==> config.mk <==
export PLATFORM = sky130hd
export DESIGN_NAME = scan_disk_scheduler_top
export DESIGN_NICKNAME = d
export VERILOG_FILES = /design/src/sv/sds_pkg.sv /design/src/sv/scan_disk_scheduler_top.sv
export VERILOG_INCLUDE_DIRS = /design/src /design/src/sv
export SDC_FILE = /design/constraint.sdc
export NUM_CORES = 1
export LEC_CHECK = 0
export ABC_AREA = 1
export CAP_MARGIN = 20
export CELL_PAD_IN_SITES_DETAIL_PLACEMENT = 0
export CELL_PAD_IN_SITES_GLOBAL_PLACEMENT = 2
export CORE_UTILIZATION = 43
export CTS_CLUSTER_DIAMETER = 40
export DETAILED_ROUTE_END_ITERATION = 10
export DONT_BUFFER_PORTS = 1
export PLACE_DENSITY_LB_ADDON = 0.1
export SLEW_MARGIN = 30
export SYNTH_ARGS = -nofsm -noshare
export SYNTH_HDL_FRONTEND = slang
export SYNTH_SLANG_ARGS = --single-unit
==> constraint.sdc <==
create_clock -name i_clk -period 5.43 [get_ports i_clk]
set_input_delay 0.2715 -clock i_clk [delete_from_list [all_inputs] [get_ports i_clk]]
set_output_delay 0.2715 -clock i_clk [all_outputs]
set_load 0.02 [all_outputs]
==> src/sv/assert_macros.svh <==
// assertion helpers, clocked on i_clk, off while i_rst_n is low
`ifndef ASSERT_MACROS_SVH
`define ASSERT_MACROS_SVH

// same-cycle implication
`define SDS_ASSERT_NOW(label, ante, cons) \
    label: assert property (@(posedge i_clk) disable iff (!i_rst_n) (ante) |-> (cons)) \
        else $error("sds assertion failed");

// next-cycle implication
`define SDS_ASSERT_NEXT(label, ante, cons) \
    label: assert property (@(posedge i_clk) disable iff (!i_rst_n) (ante) |=> (cons)) \
        else $error("sds assertion failed");

`endif

==> src/sv/sds_pkg.sv <==
package sds_pkg;

    localparam int CYL_W       = 16;
    localparam int TOT_W       = CYL_W + 1;
    localparam int DISK_W      = 17;
    localparam int CFG_DATA_W  = 17;
    localparam int CFG_IDX_W   = 2;
    localparam int SDS_MAX_REQ = 32;

    localparam logic [DISK_W-1:0] DISK_LIM = DISK_W'(1) << CYL_W;
    localparam logic [CYL_W-1:0]  CYL_MAX  = {CYL_W{1'b1}};

    localparam logic [DISK_W-1:0] DISK_RST = DISK_LIM;

    typedef enum logic [CFG_IDX_W-1:0] {
        CFG_DISK_CYLINDERS = 2'd0,
        CFG_START_HEAD     = 2'd1,
        CFG_SWEEP_UP       = 2'd2
    } t_cfg_idx;

    typedef struct packed {
        logic [CYL_W-1:0] cylinder;
        logic             batch_end;
    } t_req;

    typedef struct packed {
        logic [CYL_W-1:0] from_cylinder;
        logic [CYL_W-1:0] to_cylinder;
        logic [CYL_W-1:0] seek_distance;
        logic [TOT_W-1:0] total_seek;
        logic             requests_dropped;
        logic             last;
    } t_res;

endpackage

==> src/sv/scan_disk_scheduler_top.sv <==
// SCAN (elevator) disk scheduler. Requests load one per cycle while busy is low. The item
// with batch_end set closes the batch; busy then rises and the schedule is produced by a
// single compare unit that walks the request store entry by entry (a read state S_RD,
// then a compare state S_CMP), then picks the winner in S_PICK. Each served request and
// the end of each sweep costs one walk of the whole store (the disk-end move, if the head
// is not already there, is taken at the end of the first sweep). Results come out as
// one-cycle strobes on o_res_strobe and cannot be held off; the receiver must take every
// strobe. The first result is the zero move from the start head to itself, and the final
// one carries last.
`include "assert_macros.svh"

module scan_disk_scheduler_top
    import sds_pkg::*;
#(
    parameter int MAX_REQUESTS = SDS_MAX_REQ
) (
    input  logic                  i_clk,
    input  logic                  i_rst_n,
    input  logic                  start,
    output logic                  busy,
    input  t_req                  i_item,
    input  logic                  i_cfg_we,
    input  logic [CFG_IDX_W-1:0]  i_cfg_idx,
    input  logic [CFG_DATA_W-1:0] i_cfg_data,
    output logic                  o_res_strobe,
    output t_res                  o_result
);

    localparam int CNT_W = $clog2(MAX_REQUESTS + 1);
    localparam int IDX_W = (MAX_REQUESTS > 1) ? $clog2(MAX_REQUESTS) : 1;
    localparam logic [CNT_W-1:0] CNT_FULL = CNT_W'(MAX_REQUESTS);

    typedef enum logic [4:0] {
        S_IDLE = 5'b00001,
        S_INIT = 5'b00010,
        S_RD   = 5'b00100,
        S_CMP  = 5'b01000,
        S_PICK = 5'b10000
    } t_state;

    t_state                  r_state;
    logic [CYL_W-1:0]        r_mem [MAX_REQUESTS];
    logic [CYL_W-1:0]        r_rd_data;
    logic [CNT_W-1:0]        r_count;
    logic [CNT_W-1:0]        r_idx;
    logic                    r_ovf;
    logic [DISK_W-1:0]       r_disk;
    logic [CYL_W-1:0]        r_head_cfg;
    logic                    r_up_cfg;
    logic                    r_up;
    logic [CYL_W-1:0]        r_maxp;
    logic [CYL_W-1:0]        r_start;
    logic [CYL_W-1:0]        r_pos;
    logic                    r_phase2;
    logic                    r_found;
    logic [CYL_W-1:0]        r_best;
    logic [IDX_W-1:0]        r_best_idx;
    logic [MAX_REQUESTS-1:0] r_served;
    t_res                    r_pend;
    t_res                    r_out;
    logic                    r_strobe;

    logic             w_accept;
    logic             w_full;
    logic [CYL_W-1:0] w_maxp;
    logic [CYL_W-1:0] w_head;
    logic [CYL_W-1:0] w_val;
    logic             w_cand;
    logic             w_small;
    logic             w_better;
    logic [CYL_W-1:0] w_end;
    logic [CYL_W-1:0] w_to;
    logic [CYL_W-1:0] w_dist;
    logic             w_emit;
    t_res             w_move;
    t_res             w_final;

    assign busy     = (r_state != S_IDLE);
    assign w_accept = start && !busy;
    assign w_full   = (r_count == CNT_FULL);

    assign w_maxp = (r_disk == '0)      ? '0 :
                    (r_disk > DISK_LIM) ? CYL_MAX : CYL_W'(r_disk - DISK_W'(1));
    assign w_head = (r_head_cfg > w_maxp) ? w_maxp : r_head_cfg;

    assign w_val    = (r_rd_data > r_maxp) ? r_maxp : r_rd_data;
    assign w_cand   = !r_served[r_idx[IDX_W-1:0]] &&
                      (r_phase2 || (r_up ? (w_val >= r_start) : (w_val <= r_start)));
    assign w_small  = r_phase2 ? !r_up : r_up;
    assign w_better = !r_found || (w_small ? (w_val < r_best) : (w_val > r_best));

    assign w_end  = r_up ? r_maxp : '0;
    assign w_to   = r_found ? r_best : w_end;
    assign w_dist = (w_to >= r_pos) ? (w_to - r_pos) : (r_pos - w_to);
    assign w_emit = (r_state == S_PICK) && (r_found || r_phase2 || (r_pos != w_end));

    always_comb begin
        w_move.from_cylinder    = r_pos;
        w_move.to_cylinder      = w_to;
        w_move.seek_distance    = w_dist;
        w_move.total_seek       = r_pend.total_seek + TOT_W'(w_dist);
        w_move.requests_dropped = r_ovf;
        w_move.last             = 1'b0;
    end

    always_comb begin
        w_final      = r_pend;
        w_final.last = 1'b1;
    end

    always_ff @(posedge i_clk) begin
        if (w_accept && !w_full) begin
            r_mem[r_count[IDX_W-1:0]] <= i_item.cylinder;
        end
        r_rd_data <= r_mem[r_idx[IDX_W-1:0]];
    end

    always_ff @(posedge i_clk) begin
        if (!i_rst_n) begin
            r_disk     <= DISK_RST;
            r_head_cfg <= '0;
            r_up_cfg   <= 1'b1;
        end else if (i_cfg_we) begin
            unique case (i_cfg_idx)
                CFG_DISK_CYLINDERS: r_disk     <= i_cfg_data[DISK_W-1:0];
                CFG_START_HEAD:     r_head_cfg <= i_cfg_data[CYL_W-1:0];
                CFG_SWEEP_UP:       r_up_cfg   <= i_cfg_data[0];
                default: ;
            endcase
        end
    end

    always_ff @(posedge i_clk) begin
        if (!i_rst_n) begin
            r_state  <= S_IDLE;
            r_count  <= '0;
            r_ovf    <= 1'b0;
            r_strobe <= 1'b0;
            r_idx    <= '0;
            r_found  <= 1'b0;
            r_phase2 <= 1'b0;
            r_served <= '0;
        end else begin
            r_strobe <= w_emit;
            unique case (r_state)
                S_IDLE: begin
                    if (w_accept) begin
                        if (!w_full) begin
                            r_count <= r_count + CNT_W'(1);
                        end else begin
                            r_ovf <= 1'b1;
                        end
                        if (i_item.batch_end) begin
                            r_state <= S_INIT;
                        end
                    end
                end
                S_INIT: begin
                    r_maxp   <= w_maxp;
                    r_start  <= w_head;
                    r_pos    <= w_head;
                    r_up     <= r_up_cfg;
                    r_served <= '0;
                    r_phase2 <= 1'b0;
                    r_found  <= 1'b0;
                    r_idx    <= '0;
                    r_pend   <= '{from_cylinder: w_head, to_cylinder: w_head,
                                  seek_distance: '0, total_seek: '0,
                                  requests_dropped: r_ovf, last: 1'b0};
                    r_state  <= S_RD;
                end
                S_RD: begin
                    r_state <= S_CMP;
                end
                S_CMP: begin
                    if (w_cand && w_better) begin
                        r_found    <= 1'b1;
                        r_best     <= w_val;
                        r_best_idx <= r_idx[IDX_W-1:0];
                    end
                    if (r_idx + CNT_W'(1) == r_count) begin
                        r_state <= S_PICK;
                    end else begin
                        r_idx   <= r_idx + CNT_W'(1);
                        r_state <= S_RD;
                    end
                end
                S_PICK: begin
                    r_idx   <= '0;
                    r_found <= 1'b0;
                    if (r_found) begin
                        r_out                <= r_pend;
                        r_pend               <= w_move;
                        r_pos                <= w_to;
                        r_served[r_best_idx] <= 1'b1;
                        r_state              <= S_RD;
                    end else if (!r_phase2) begin
                        r_phase2 <= 1'b1;
                        r_state  <= S_RD;
                        if (r_pos != w_end) begin
                            r_out  <= r_pend;
                            r_pend <= w_move;
                            r_pos  <= w_to;
                        end
                    end else begin
                        r_out   <= w_final;
                        r_count <= '0;
                        r_ovf   <= 1'b0;
                        r_state <= S_IDLE;
                    end
                end
                default: r_state <= S_IDLE;
            endcase
        end
    end

    assign o_res_strobe = r_strobe;
    assign o_result     = r_out;

    `SDS_ASSERT_NEXT(a_load_counts, w_accept, r_count != '0)
    `SDS_ASSERT_NOW(a_last_ends_batch, o_res_strobe && o_result.last, !busy)
    `SDS_ASSERT_NEXT(a_finish_emits, (r_state == S_PICK) && !r_found && r_phase2,
                     o_res_strobe && o_result.last)
    `SDS_ASSERT_NOW(a_count_bound, 1'b1, r_count <= CNT_FULL)

endmodule

Word level (Yosys, flattened, before mapping)
Memories as Yosys holds them, arrays and structs flattened. A register that Yosys moved wholly into a read port is not among the register bits.
Index checks and enable logic that the tools add are counted.
{"block": "word_totals", "mem_bits_rw": 512, "regBits": 291, "memories": 1, "in_bits": 40}
{"block": "op_classes", "n_mux": 51, "reduce_logical": 36, "bitwise_logic": 1, "n_addsub": 6, "eq_ne": 22, "order_cmp": 11}
{"memory": "r_mem", "words": 32, "word_bits": 16, "rd": 1, "rd_clocked_by_memory_dff": 1, "wr": 1, "line_no": "scan_disk_scheduler_top.sv:42", "rtl": "logic [CYL_W-1:0] r_mem [MAX_REQUESTS];"}
{"cell": "$mux 67", "n": 6}
{"cell": "$mux 16", "n": 10}
{"cell": "$pmux 67 s2", "n": 1}
{"cell": "$pmux 32 s2", "n": 1}
{"cell": "$gt 16x16->1", "n": 3}
{"cell": "$ge 16x16->1", "n": 2}
{"cell": "$mux 32", "n": 1}
{"cell": "$or 32x32->32", "n": 1}
{"cell": "$pmux 16 s2", "n": 1}
{"cell": "$sub 16x16->16", "n": 2}
{"cell": "$mux 6", "n": 5}
{"cell": "$pmux 5 s5", "n": 1}
{"cell": "$pmux 6 s2", "n": 2}
{"cell": "$ne 2x2->1 const B", "n": 9}
{"cell": "$reduce_and 2->1", "n": 9}
{"cell": "$add 17x16->17", "n": 1}
{"cell": "$gt 17x17->1 const B", "n": 1}
{"cell": "$logic_not 17->1", "n": 1}
{"cell": "$le 16x16->1", "n": 1}
{"cell": "$lt 16x16->1", "n": 1}
{"cell": "$ne 16x16->1", "n": 1}
{"cell": "$sub 16x1->16 const B", "n": 1}
{"cell": "$mux 5", "n": 3}
{"cell": "$mux 1", "n": 13}
{"cell": "other kinds (29)", "n": 50}

Depth between registers and ports, before layout
{"block": "logic_depth", "depth_word": 9, "mapped_depth": 30, "ltp_nobuf": 27}

Least setup slack after synthesis
OpenSTA, ideal clock, no wires.
{"block": "synth_timing", "path_type": "register -> register", "startpoint": "register r_maxp[1]", "endpoint": "register r_best[0] (enable)", "period_less_slack_ns": 4.034, "n_path_buf": 1, "t_required_ns": 5.031, "arrival_time_ns": 3.635, "stages_incl_launch_ff": 22, "setup_slack_ns": 1.396, "cell_sequence": "edfxtp_1 -> inv_1 -> ha_1 -> inv_1 -> nor2_1 -> o21bai_1 -> a21oi_1 -> o31ai_1 -> nand2_1 -> nand2_1 -> buf_2 -> nand2_1 -> nand2_1 -> ha_1 -> nand2_1 -> o21bai_1 -> nand2_1 -> a21oi_1 -> nand3_1 -> nand3_1 -> nand3_1 -> nor2_1"}
{"block": "synth_between", "elab_chain_cells": 8}
{"element": "start, declared", "line_no": "scan_disk_scheduler_top.sv:51", "rtl": "logic [CYL_W-1:0] r_maxp;"}
{"element": "start signal, assigned", "line_no": "scan_disk_scheduler_top.sv:159", "rtl": "r_maxp <= w_maxp;"}
{"element": "$gt 16x16->1 *", "line_no": "scan_disk_scheduler_top.sv:86", "rtl": "assign w_val = (r_rd_data > r_maxp) ? r_maxp : r_rd_data;"}
{"element": "$mux 16 *", "line_no": "scan_disk_scheduler_top.sv:86"}
{"element": "named net w_val[15]", "line_no": "scan_disk_scheduler_top.sv:67", "rtl": "logic [CYL_W-1:0] w_val;"}
{"element": "$le 16x16->1 or $ge 16x16->1 (tied branches)", "line_no": "scan_disk_scheduler_top.sv:88", "rtl": "(r_phase2 || (r_up ? (w_val >= r_start) : (w_val <= r_start)));"}
{"element": "$mux 1", "line_no": "scan_disk_scheduler_top.sv:88"}
{"element": "$logic_or 1x1->1", "line_no": "scan_disk_scheduler_top.sv:88"}
{"element": "$logic_and 1x1->1", "line_no": "scan_disk_scheduler_top.sv:87", "rtl": "assign w_cand = !r_served[r_idx[IDX_W-1:0]] &&"}
{"element": "$logic_and 1x1->1 *", "line_no": "scan_disk_scheduler_top.sv:176", "rtl": "if (w_cand && w_better) begin"}
{"element": "$reduce_and 3->1 (no source line) *"}
{"element": "end signal, assigned", "line_no": "scan_disk_scheduler_top.sv:178", "rtl": "r_best <= w_val;"}
{"element": "end, declared", "line_no": "scan_disk_scheduler_top.sv:56", "rtl": "logic [CYL_W-1:0] r_best;"}
The timed path passes the listed nets; every way through them passes the cells marked *.
A chain may end at the register's enable or synchronous reset.

Worst setup path after layout
{"block": "layout_timing", "startpoint": "register r_up", "endpoint": "register r_pend[17] (netlist name), data pin"}
{"block": "layout_between", "elab_chain_cells": 9}
{"element": "start, declared", "line_no": "scan_disk_scheduler_top.sv:50", "rtl": "logic r_up;"}
{"element": "start signal, assigned", "line_no": "scan_disk_scheduler_top.sv:162", "rtl": "r_up <= r_up_cfg;"}
{"element": "$mux 16 *", "line_no": "scan_disk_scheduler_top.sv:92", "rtl": "assign w_end = r_up ? r_maxp : '0;"}
{"element": "$mux 16 *", "line_no": "scan_disk_scheduler_top.sv:93", "rtl": "assign w_to = r_found ? r_best : w_end;"}
{"element": "$sub 16x16->16 or $ge 16x16->1 (tied branches)", "line_no": "scan_disk_scheduler_top.sv:94", "rtl": "assign w_dist = (w_to >= r_pos) ? (w_to - r_pos) : (r_pos - w_to);"}
{"element": "$mux 16 *", "line_no": "scan_disk_scheduler_top.sv:94"}
{"element": "named net w_dist[1]", "line_no": "scan_disk_scheduler_top.sv:73", "rtl": "logic [CYL_W-1:0] w_dist;"}
{"element": "$add 17x16->17 *", "line_no": "scan_disk_scheduler_top.sv:101", "rtl": "w_move.total_seek = r_pend.total_seek + TOT_W'(w_dist);"}
{"element": "$mux 67", "line_no": "scan_disk_scheduler_top.sv:200", "rtl": "if (r_pos != w_end) begin"}
{"element": "$mux 67", "line_no": "scan_disk_scheduler_top.sv:197", "rtl": "end else if (!r_phase2) begin"}
{"element": "$mux 67 *", "line_no": "scan_disk_scheduler_top.sv:191", "rtl": "if (r_found) begin"}
{"element": "$pmux 67 s2 *", "line_no": "scan_disk_scheduler_top.sv:145", "rtl": "unique case (r_state)"}
{"element": "end signal, assigned", "line_no": "scan_disk_scheduler_top.sv:167", "rtl": "r_pend <= '{from_cylinder: w_head, to_cylinder: w_head,"}
{"element": "end signal, assigned", "line_no": "scan_disk_scheduler_top.sv:193", "rtl": "r_pend <= w_move;"}
{"element": "end signal, assigned", "line_no": "scan_disk_scheduler_top.sv:202", "rtl": "r_pend <= w_move;"}
{"element": "end, declared", "line_no": "scan_disk_scheduler_top.sv:59", "rtl": "t_res r_pend;"}
The timed path passes the listed nets; every way through them passes the cells marked *. The select of a mux whose other input is x is not followed.

==> flow_metrics.tcl <==
set metrics [dict create \
    final_cells 4593 \
    path_class "flop to flop" \
    nNetsFinal 3581 \
    ys_warn_count 0 \
    tritoncts "yes" \
    synth_edf_count 699 \
    drc 0 \
    hold_viol_final 0 \
    num_vias 25229 \
    ys_ff_latch 802 \
    finalCriticalPeriod_ns 4.92 \
    p_int_uw 11400 \
    fp-row-count 105 \
    dr.first_iter.drc_count 1733 \
    grt_pass1_vias 25353 \
    antenna_cells 0 \
    die_width_um 292 \
    rsz0062_at_grt "no" \
    p_leak_uw 0.0156 \
    track_usage_pct 23.3 \
    portBuffers 0 \
    worst_slew_pin_slew_ns 1.06 \
    combPwrFrac_pct 4.1 \
    syn_area_mm2 0.0361 \
    hold_class "input port to flop" \
    synth.net_count 3511 \
    vias_per_cell 5.49 \
    die_h_um 292 \
    final_area_mm2 0.0417 \
    synth_cells 3350 \
    fp.coreArea_mm2 0.0825 \
    clkLatencyLatePin_ns 0.71 \
    routed_wirelength_mm 100 \
    cts.sinks 802 \
    max_slew_margin_pct 29.2 \
    finalSetupViolations 0 \
    antenna_found_initial 2 \
    h-tree-depth 3 \
    initial_core_util_pct 43.7 \
    wire_per_inst_um 21.8 \
    worst_setup_path_start_kind "flop" \
    grt_pass1_wl_mm 151 \
    slew_violations 0 \
    finalCritPeriodShare_pct 90.6 \
    async_reset_ff_share_pct 0 \
    cp_common_cell "nand2_1" \
    tns_ns 0 \
    cts_resized 0 \
    power_density_mw_per_mm2 357 \
    crit_fanout 21 \
    peakVddDrop_mv 0.284 \
    syn_to_final_growth_pct 15.5 \
    worstPathCellList "nand2_1 > o21ai_0 > ha_1 > a21oi_1 > o21ai_1 > nand2_1 > o211ai_2 > nand2_1 > nand3_2 > inv_2 > nand2_1 > nand2_1 > inv_1 > ha_1 > nand2_1 > nand2_1 > o21ai_0 > o21ai_1 > nand2_1 > nand2_1 > nand3_1 > nand2_1 > nand2_1 > nor3b_1" \
    dpl.hpwl_mm 62.2 \
    maxCapViolations 0 \
    place_ws_ns 0.570 \
    fin_ws_ns 0.510 \
    placed_cells 4319 \
    power_frac_seq_pct 45.6 \
    switching_power_uw 3430 \
    clkSlewWorstSetupHoldPaths_ns 0.05 \
    die_area_mm2 0.0851 \
    switching_share_pct 23.1 \
    synth_ff_type "edfxtp_1" \
    max_freq_mhz 203 \
    clock-root-buffer "clkbuf_16" \
    grt-ovfl-total 0 \
    cp_slowest_cell "edfxtp_1" \
    numCtsBuffers 121 \
    clock_path_buffers 3 \
    crit_path_end_kind "flop" \
    grt_max_degree 221 \
    crit_path_max_incr_delay_ns 0.85 \
    yosysSeqAreaShare_pct 63.9 \
    skew_ns 0.0422 \
    place_congestion 0.840 \
    synthDistinctLibCells 51 \
    antenna_left 0 \
    critPathArrivalTime_ns 5.30 \
    drt_first_pass_iters 5 \
    crit_required_ns 5.81 \
    clock_power_share_pct 50.3 \
    finalPower_uw 14900 \
    dpl-instance-area_mm2 0.0372 \
    drive_gt1_share_pct 9.91 \
    syn_area_per_cell_um2 10.8 \
    pin_count 109 \
    post_cts_buffers 0 \
    status "finished, final reports clean" \
]
-- stage by stage --
step	hold slack (ns)	utilization, %
after floorplan	0.370	-
after global placement	0.372	45.1
after detailed placement	0.372	45.1
after CTS	0.0135	50.6
after global routing	0.0693	50.5
final	0.0502	50.5
-- worst max-delay path, delay by kind of cell (launching register included) --
| family | cells | cell delay [ns] |
|---|---|---|
| and+or+nand+nor | 14 | 1.47 |
| adders and majority gates | 2 | 0.68 |
| DFF | 1 | 0.85 |
| buffers and inverters | 2 | 0.33 |
| AOI/OAI and AO/OA | 6 | 1.29 |
-- final cells by class --
class	instances	area (µm²)
fillers	7471	40800
flip-flops and latches	802	23100
multi-input cells	2097	11300
clock buffers	144	3120
well taps	1070	1340
inverters	291	1100
repair buffers	107	938
clock inverters	82	838
-- kinds of logic (layout without fill, tap and decap cells) --
logic type	after synthesis	after routing	share of synthesized area, %
DFF	802	802	63.9
buffers and inverters	451	624	5.03
and+or+nand+nor	1167	1167	13.4
adders and majority gates	121	121	4.26
xor gates and xnor gates	44	44	1.13
AOI/OAI and AO/OA	765	765	12.3
-- power by group through the flow --
stage / clock network, µW / logic (µW) / registers, µW
6_report: 7490 / 606 / 6790
5_1_grt: 7870 / 684 / 6790
4_1_cts: 7630 / 615 / 6790
3_5_place_dp: 0 / 520 / 6910
3_3_place_gp: 0 / 513 / 6910
2_1_floorplan: 0 / 365 / 6900
-- cell usage in the layout (no fill, tap or decap), types with 26 or more instances in the layout --
cell / n
ha_1: 118
dfxtp_1: 100
o22ai_1: 34
o21ai_0: 378
nand4_1: 30
nor2_1: 443
nand3_1: 142
xor2_1: 40
clkbuf_16: 121
nor2_2: 26
nand2_1: 472
edfxtp_1: 699
dlygate4sd3_1: 30
o221ai_1: 94
inv_1: 270
buf_4: 56
a21oi_1: 164
-- final timing paths --
check / slack, ns / start / to / depth (start not counted)
worst min register to register: 0.42 / r_pend[32] / o_result[32] / 0
worst max register to register: 0.51 / r_up / r_pend[17] / 24
worst max-delay path: 0.51 / r_up / r_pend[17] / 24
worst min-delay path: 0.05 / i_cfg_we / r_disk[11] / 4
-- flip-flops by register name, indices dropped and copies added (netlist names), 5 cells and up --
name,flops
r_count,6
r_state,5
r_maxp,16
r_idx,6
r_served,32
r_pend,50
r_pos,16
r_rd_data,16
r_best,16
r_disk,17
o_result,67
r_start,16
r_best_idx,5
r_head_cfg,16
r_mem,512
-- what timing repair did --
action,in CTS,in global routing
hold buffers,47,0
setup endpoints to repair,0,0
endpoints found under the hold margin,553,0
-- synth_stat cells, types with 3 or more instances --
master      n  area share, %
nand2_1   473            4.9
buf_6       3          0.094
inv_1     273            2.8
a21o_1      4          0.083
a31oi_1    20           0.35
buf_4      11           0.23
nand4_1    30           0.52
xor2_1     40           0.97
nor2_2     11           0.19
nand3_2     3          0.083
o211ai_1   10           0.21
buf_2      43           0.60
o211ai_2    7           0.24
nand3b_1    5           0.10
nor4_1      6           0.10
clkbuf_2    3          0.042
o22ai_1    34           0.59
and2_1      3          0.052
o21ai_0   378            5.2
clkbuf_1   90           0.94
o221ai_1   94            2.3
nor2_1    461            4.8
nand2_2     9           0.16
nand3_1   142            2.0
a21oi_1   164            2.3
inv_2      13           0.14
dfxtp_1   103            5.7
fa_1        3           0.17
edfxtp_1  699             58
clkinv_1    4          0.042
o21ai_1    21           0.29
o21bai_1    6           0.12
buf_1      10           0.10
nor3_1     14           0.19
ha_1      118            4.1
o21a_1     20           0.42
-- layer usage --
metal	share of wire (%)	track usage [%]	up-vias
met2	50	40.6	684
li1	-	-	11994
met5	0	0	-
met4	2.6	7.45	0
met1	43	29.9	12397
met3	4.9	3.35	154
Note: power is estimated with default switching activity, not from simulation.
